`src/hdl/grayscale_histogram_engine_macros.svh`:
```
// ---------------------------------------------------------------------------
// Histogram engine assertion macros
// Concurrent assertion wrappers; they expand to nothing when SYNTH is set.
// ---------------------------------------------------------------------------
`ifndef GRAYSCALE_HISTOGRAM_ENGINE_MACROS_SVH
`define GRAYSCALE_HISTOGRAM_ENGINE_MACROS_SVH

`ifndef SYNTH
// same-cycle implication
`define GHE_ASSERT_IMP(lbl, ck, rstn, ante, cons, msg) \
  lbl: assert property (@(posedge ck) disable iff (!rstn) (ante) |-> (cons)) \
    else $error(msg);
// next-cycle implication
`define GHE_ASSERT_NEXT(lbl, ck, rstn, ante, cons, msg) \
  lbl: assert property (@(posedge ck) disable iff (!rstn) (ante) |=> (cons)) \
    else $error(msg);
`else
`define GHE_ASSERT_IMP(lbl, ck, rstn, ante, cons, msg)
`define GHE_ASSERT_NEXT(lbl, ck, rstn, ante, cons, msg)
`endif

`endif

```
`src/hdl/ghe_pkg.sv`:
```
// ---------------------------------------------------------------------------
// Histogram engine package
// Shared constants, operation codes and control types.
// ---------------------------------------------------------------------------
`timescale 1ns / 1ps
`default_nettype none

package ghe_pkg;

  localparam int LEVELS_DEF     = 256;
  localparam int COUNT_BITS_DEF = 32;

  localparam int KIND_W       = 2;
  localparam int PIX_W        = 8;
  localparam int OUT_W        = 32;
  localparam int NUM_LEVELS_W = 9;

  localparam logic [NUM_LEVELS_W-1:0] NUM_LEVELS_RST = 9'd256;

  typedef enum logic [KIND_W-1:0] {
    KIND_CLEAR = 2'd0,
    KIND_PIXEL = 2'd1,
    KIND_READ  = 2'd2
  } kind_t;

  // clear sequencer status toward the datapath
  typedef struct packed {
    logic busy;
    logic wr_en;
  } clr_ctrl_t;

endpackage

`default_nettype wire

```
`src/hdl/ghe_clear.sv`:
```
// ---------------------------------------------------------------------------
// Histogram clear sequencer
// Sweeps bins 0..last writing zero, one bin per cycle; runs over all bins
// after reset.
// ---------------------------------------------------------------------------
`timescale 1ns / 1ps
`default_nettype none

module ghe_clear #(
  parameter int LEVELS = 256
) (
  input  wire logic                      clk,
  input  wire logic                      rst_n,
  input  wire logic                      start,
  input  wire logic [$clog2(LEVELS)-1:0] last_addr,
  output ghe_pkg::clr_ctrl_t             ctrl,
  output logic      [$clog2(LEVELS)-1:0] addr
);

  import ghe_pkg::*;

  localparam int ADDR_W = $clog2(LEVELS);

  logic              busy_r, busy_nxt;
  logic [ADDR_W-1:0] addr_r, addr_nxt;
  logic [ADDR_W-1:0] end_r, end_nxt;

  always_comb begin
    busy_nxt = busy_r;
    addr_nxt = addr_r;
    end_nxt  = end_r;
    if (busy_r) begin
      if (addr_r == end_r) begin
        busy_nxt = 1'b0;
      end else begin
        addr_nxt = addr_r + 1'b1;
      end
    end else if (start) begin
      busy_nxt = 1'b1;
      addr_nxt = '0;
      end_nxt  = last_addr;
    end
  end

  always_ff @(posedge clk) begin
    if (!rst_n) begin
      busy_r <= 1'b1;
      addr_r <= '0;
      end_r  <= ADDR_W'(LEVELS - 1);
    end else begin
      busy_r <= busy_nxt;
      addr_r <= addr_nxt;
      end_r  <= end_nxt;
    end
  end

  assign ctrl.busy  = busy_r;
  assign ctrl.wr_en = busy_r;
  assign addr       = addr_r;

endmodule

`default_nettype wire

```
`config.mk`:
```
export PLATFORM = sky130hd
export DESIGN_NAME = ghe_clear
export DESIGN_NICKNAME = d
export VERILOG_FILES = /design/src/hdl/grayscale_histogram_engine_macros.svh /design/src/hdl/ghe_pkg.sv /design/src/hdl/ghe_clear.sv
export SDC_FILE = /design/constraint.sdc
export NUM_CORES = 1
export LEC_CHECK = 0
export BUFFER_PORTS_ARGS = -buffer_cell sky130_fd_sc_hd__buf_2
export CAP_MARGIN = 40
export CORE_MARGIN = 4
export CORE_UTILIZATION = 30
export DETAILED_ROUTE_END_ITERATION = 8
export HOLD_SLACK_MARGIN = 0.12
export SYNTH_ARGS = -nofsm -noshare
export SYNTH_HDL_FRONTEND = slang
export SYNTH_SLANG_ARGS = --single-unit
export TNS_END_PERCENT = 30
```
`constraint.sdc`:
```
create_clock -name clk -period 3.3 [get_ports clk]
set_input_delay 0.66 -clock clk [delete_from_list [all_inputs] [get_ports clk]]
set_output_delay 0.66 -clock clk [all_outputs]
set_load 0.005 [all_outputs]
```
==> impl_metrics.json <==
{
  "status": "complete, no violations",
  "timing.critical_path.buf_inv": 1,
  "critPathMaxFanout": 14,
  "core_sq_mm": 0.00276,
  "post_drt_wl_per_cell_microns": 12.0,
  "wl_microns": 1870,
  "ys_warn_count": 0,
  "hpwl_microns": 1410,
  "vias_per_cell": 5.08,
  "synth_cell_type_count": 30,
  "crit_chain": "buf_2",
  "root_buffer": "clkbuf_4",
  "pre_cts_slack_ns": 1.68,
  "cts_hold_buf": 0,
  "syn2layout_area_growth_pct": 15.4,
  "post_cts_resized": 0,
  "rows": 19,
  "overflow": 0,
  "ys_ff_latch": 17,
  "netlist_instances": 108,
  "fin_tns_setup_ns": 0,
  "drt_iter0_markers": 14,
  "cp_data_required_time_ns": 2.64,
  "critPathArrivalTime_ns": 1.09,
  "avgSynthCellArea_sq_um": 7.97,
  "synth-edff-count": 0,
  "worst_path_largest_cell_delay_ns": 0.60,
  "die_area_sq_mm": 0.00379,
  "syn_nets": 120,
  "vias": 793,
  "first_global_vias": 722,
  "clkTransAtPathRegs_ns": 0.10,
  "yosys.area.top_type": "dfxtp_1",
  "fin_crit_ns": 1.75,
  "setup_viol": 0,
  "cts_buffer_depth": 2,
  "synth_top_area_share": 0.395,
  "startpoint_type": "flop",
  "start_util": 0.312,
  "cts_buffers": 3,
  "relSlewSlack": 0.565,
  "synth_seq_area_share": 0.395,
  "drv_cap": 0,
  "worst_pin_slew_ns": 0.651,
  "yosysMostFrequentCell": "nand2_1",
  "hold_viol_final": 0,
  "gp_congestion": 0.835,
  "critPathCaptureType": "primary output",
  "hp-class": "reg2reg",
  "clock-skew-final_ns": 0.00475,
  "cts_max_level": 1,
  "worst_slack_ns": 1.55,
  "path_class": "reg2out",
  "rsz0062_at_grt": "no",
  "drc": 0,
  "fin_crit_sh": 0.530,
  "nets": 138,
  "synth-async-reset-ratio": 0,
  "netlist_top_cells_count": "21 x nand2_1, 17 x dfxtp_1, 16 x nand3_1",
  "cellPowerDensity_mw_per_mm2": 352,
  "cts_tree": "done",
  "max_freq_mhz": 571,
  "track_usage": 0.112,
  "finalPower_uw": 350,
  "cts.sinks": 17,
  "numPortBuffers": 20,
  "post_cts_buffers": 0,
  "diodes": 0,
  "vdd_ir_drop_max_mv": 0.217,
  "syn_area_sq_um": 861,
  "clk_latency_ns": 0.29,
  "ys_top_cells_by_area": "dfxtp_1 40%, nand3_1 9.3%, nand2_1 9.2%",
  "fin_util": 0.360,
  "crit_family": "flip-flops",
  "layout-drive-gt1-share": 0.208,
  "postRouteAntennaNets": 0,
  "grt_pass1_wl_microns": 3150,
  "grt_start_max_net_pins": 18,
  "antenna_found_initial": 0,
  "critPathSlowestCell": "dfxtp_1",
  "dr.pass1.iters": 4,
  "slew_violations": 0,
  "die_y_microns": 61.6,
  "synth_flop_cell": "dfxtp_1",
  "whs_ns": 0.483,
  "power.leakage_uw": 0.000435,
  "fp.dieW_microns": 61.6,
  "io_pins": 21
}
[registers in the layout (all words and copies together) (netlist names)]
name,cells
addr,8
end_r,8
busy_r,1
[cells by family (layout without fill, tap and decap cells)]
kind of cell,after synthesis,after routing,synth area share
AND/OR/NAND/NOR,56,56,0.323
flip-flops,17,17,0.395
AO/OA/AOI/OAI,14,14,0.112
buffers and inverters,10,27,0.0523
XOR/XNOR,9,9,0.0916
adder cells (fa/ha/maj),1,1,0.0145
multiplexers,1,1,0.0116
[metrics by stage]
stage / cell area (sq um) / instances
6_report: 993 / 156
5_1_grt: 993 / 156
4_1_cts: 993 / 156
3_5_place_dp: 966 / 152
3_3_place_gp: 966 / 152
2_1_floorplan: 861 / 108
[cell type report]
type | instances | area [sq um]
inverter | 3 | 11.3
sequential | 17 | 340
timing repair buffer | 20 | 100
multi-input combinational | 81 | 475
clock buffer | 3 | 22.5
clock inverter | 1 | 5.00
fill | 308 | 1760
tap | 31 | 38.8
[cells in the final DEF (no fill, tap or decap), types with 2 or more instances in the layout]
cell type and instances:
nand3_1 16, xnor2_1 8, o21ai_0 4, clkbuf_4 3, or3_1 2, dfxtp_1 17
o211ai_1 3, inv_1 3, buf_2 20, a31oi_1 2, nand2_1 21, nand4_1 4
nor3_1 2, nor2_1 4
[path summary, 6_finish.rpt]
| check | from | end | slack (ns) | cells past startpoint |
|---|---|---|---|---|
| setup reg to reg | addr[3] | addr[0] | 1.69 | 5 |
| hold / removal | end_r[3] | end_r[3] | 0.48 | 2 |
| hold reg to reg | end_r[3] | end_r[3] | 0.48 | 2 |
| setup / recovery | busy_r | ctrl[1] | 1.55 | 1 |
[metal layers]
metal	track usage	routed length (microns)	part of all wire
met3	0.0189	85	0.045
met2	0.184	950	0.51
met1	0.136	804	0.43
met4	0.0636	31	0.017
met5	0	0	0
[power by group]
group          internal, uW  switching, uW  leakage, uW
logic                  12.7           12.1     0.000279
registers               208           5.49     0.000138
clock network          45.1           66.4    0.0000177
Note: power is estimated with default switching activity, not from simulation.
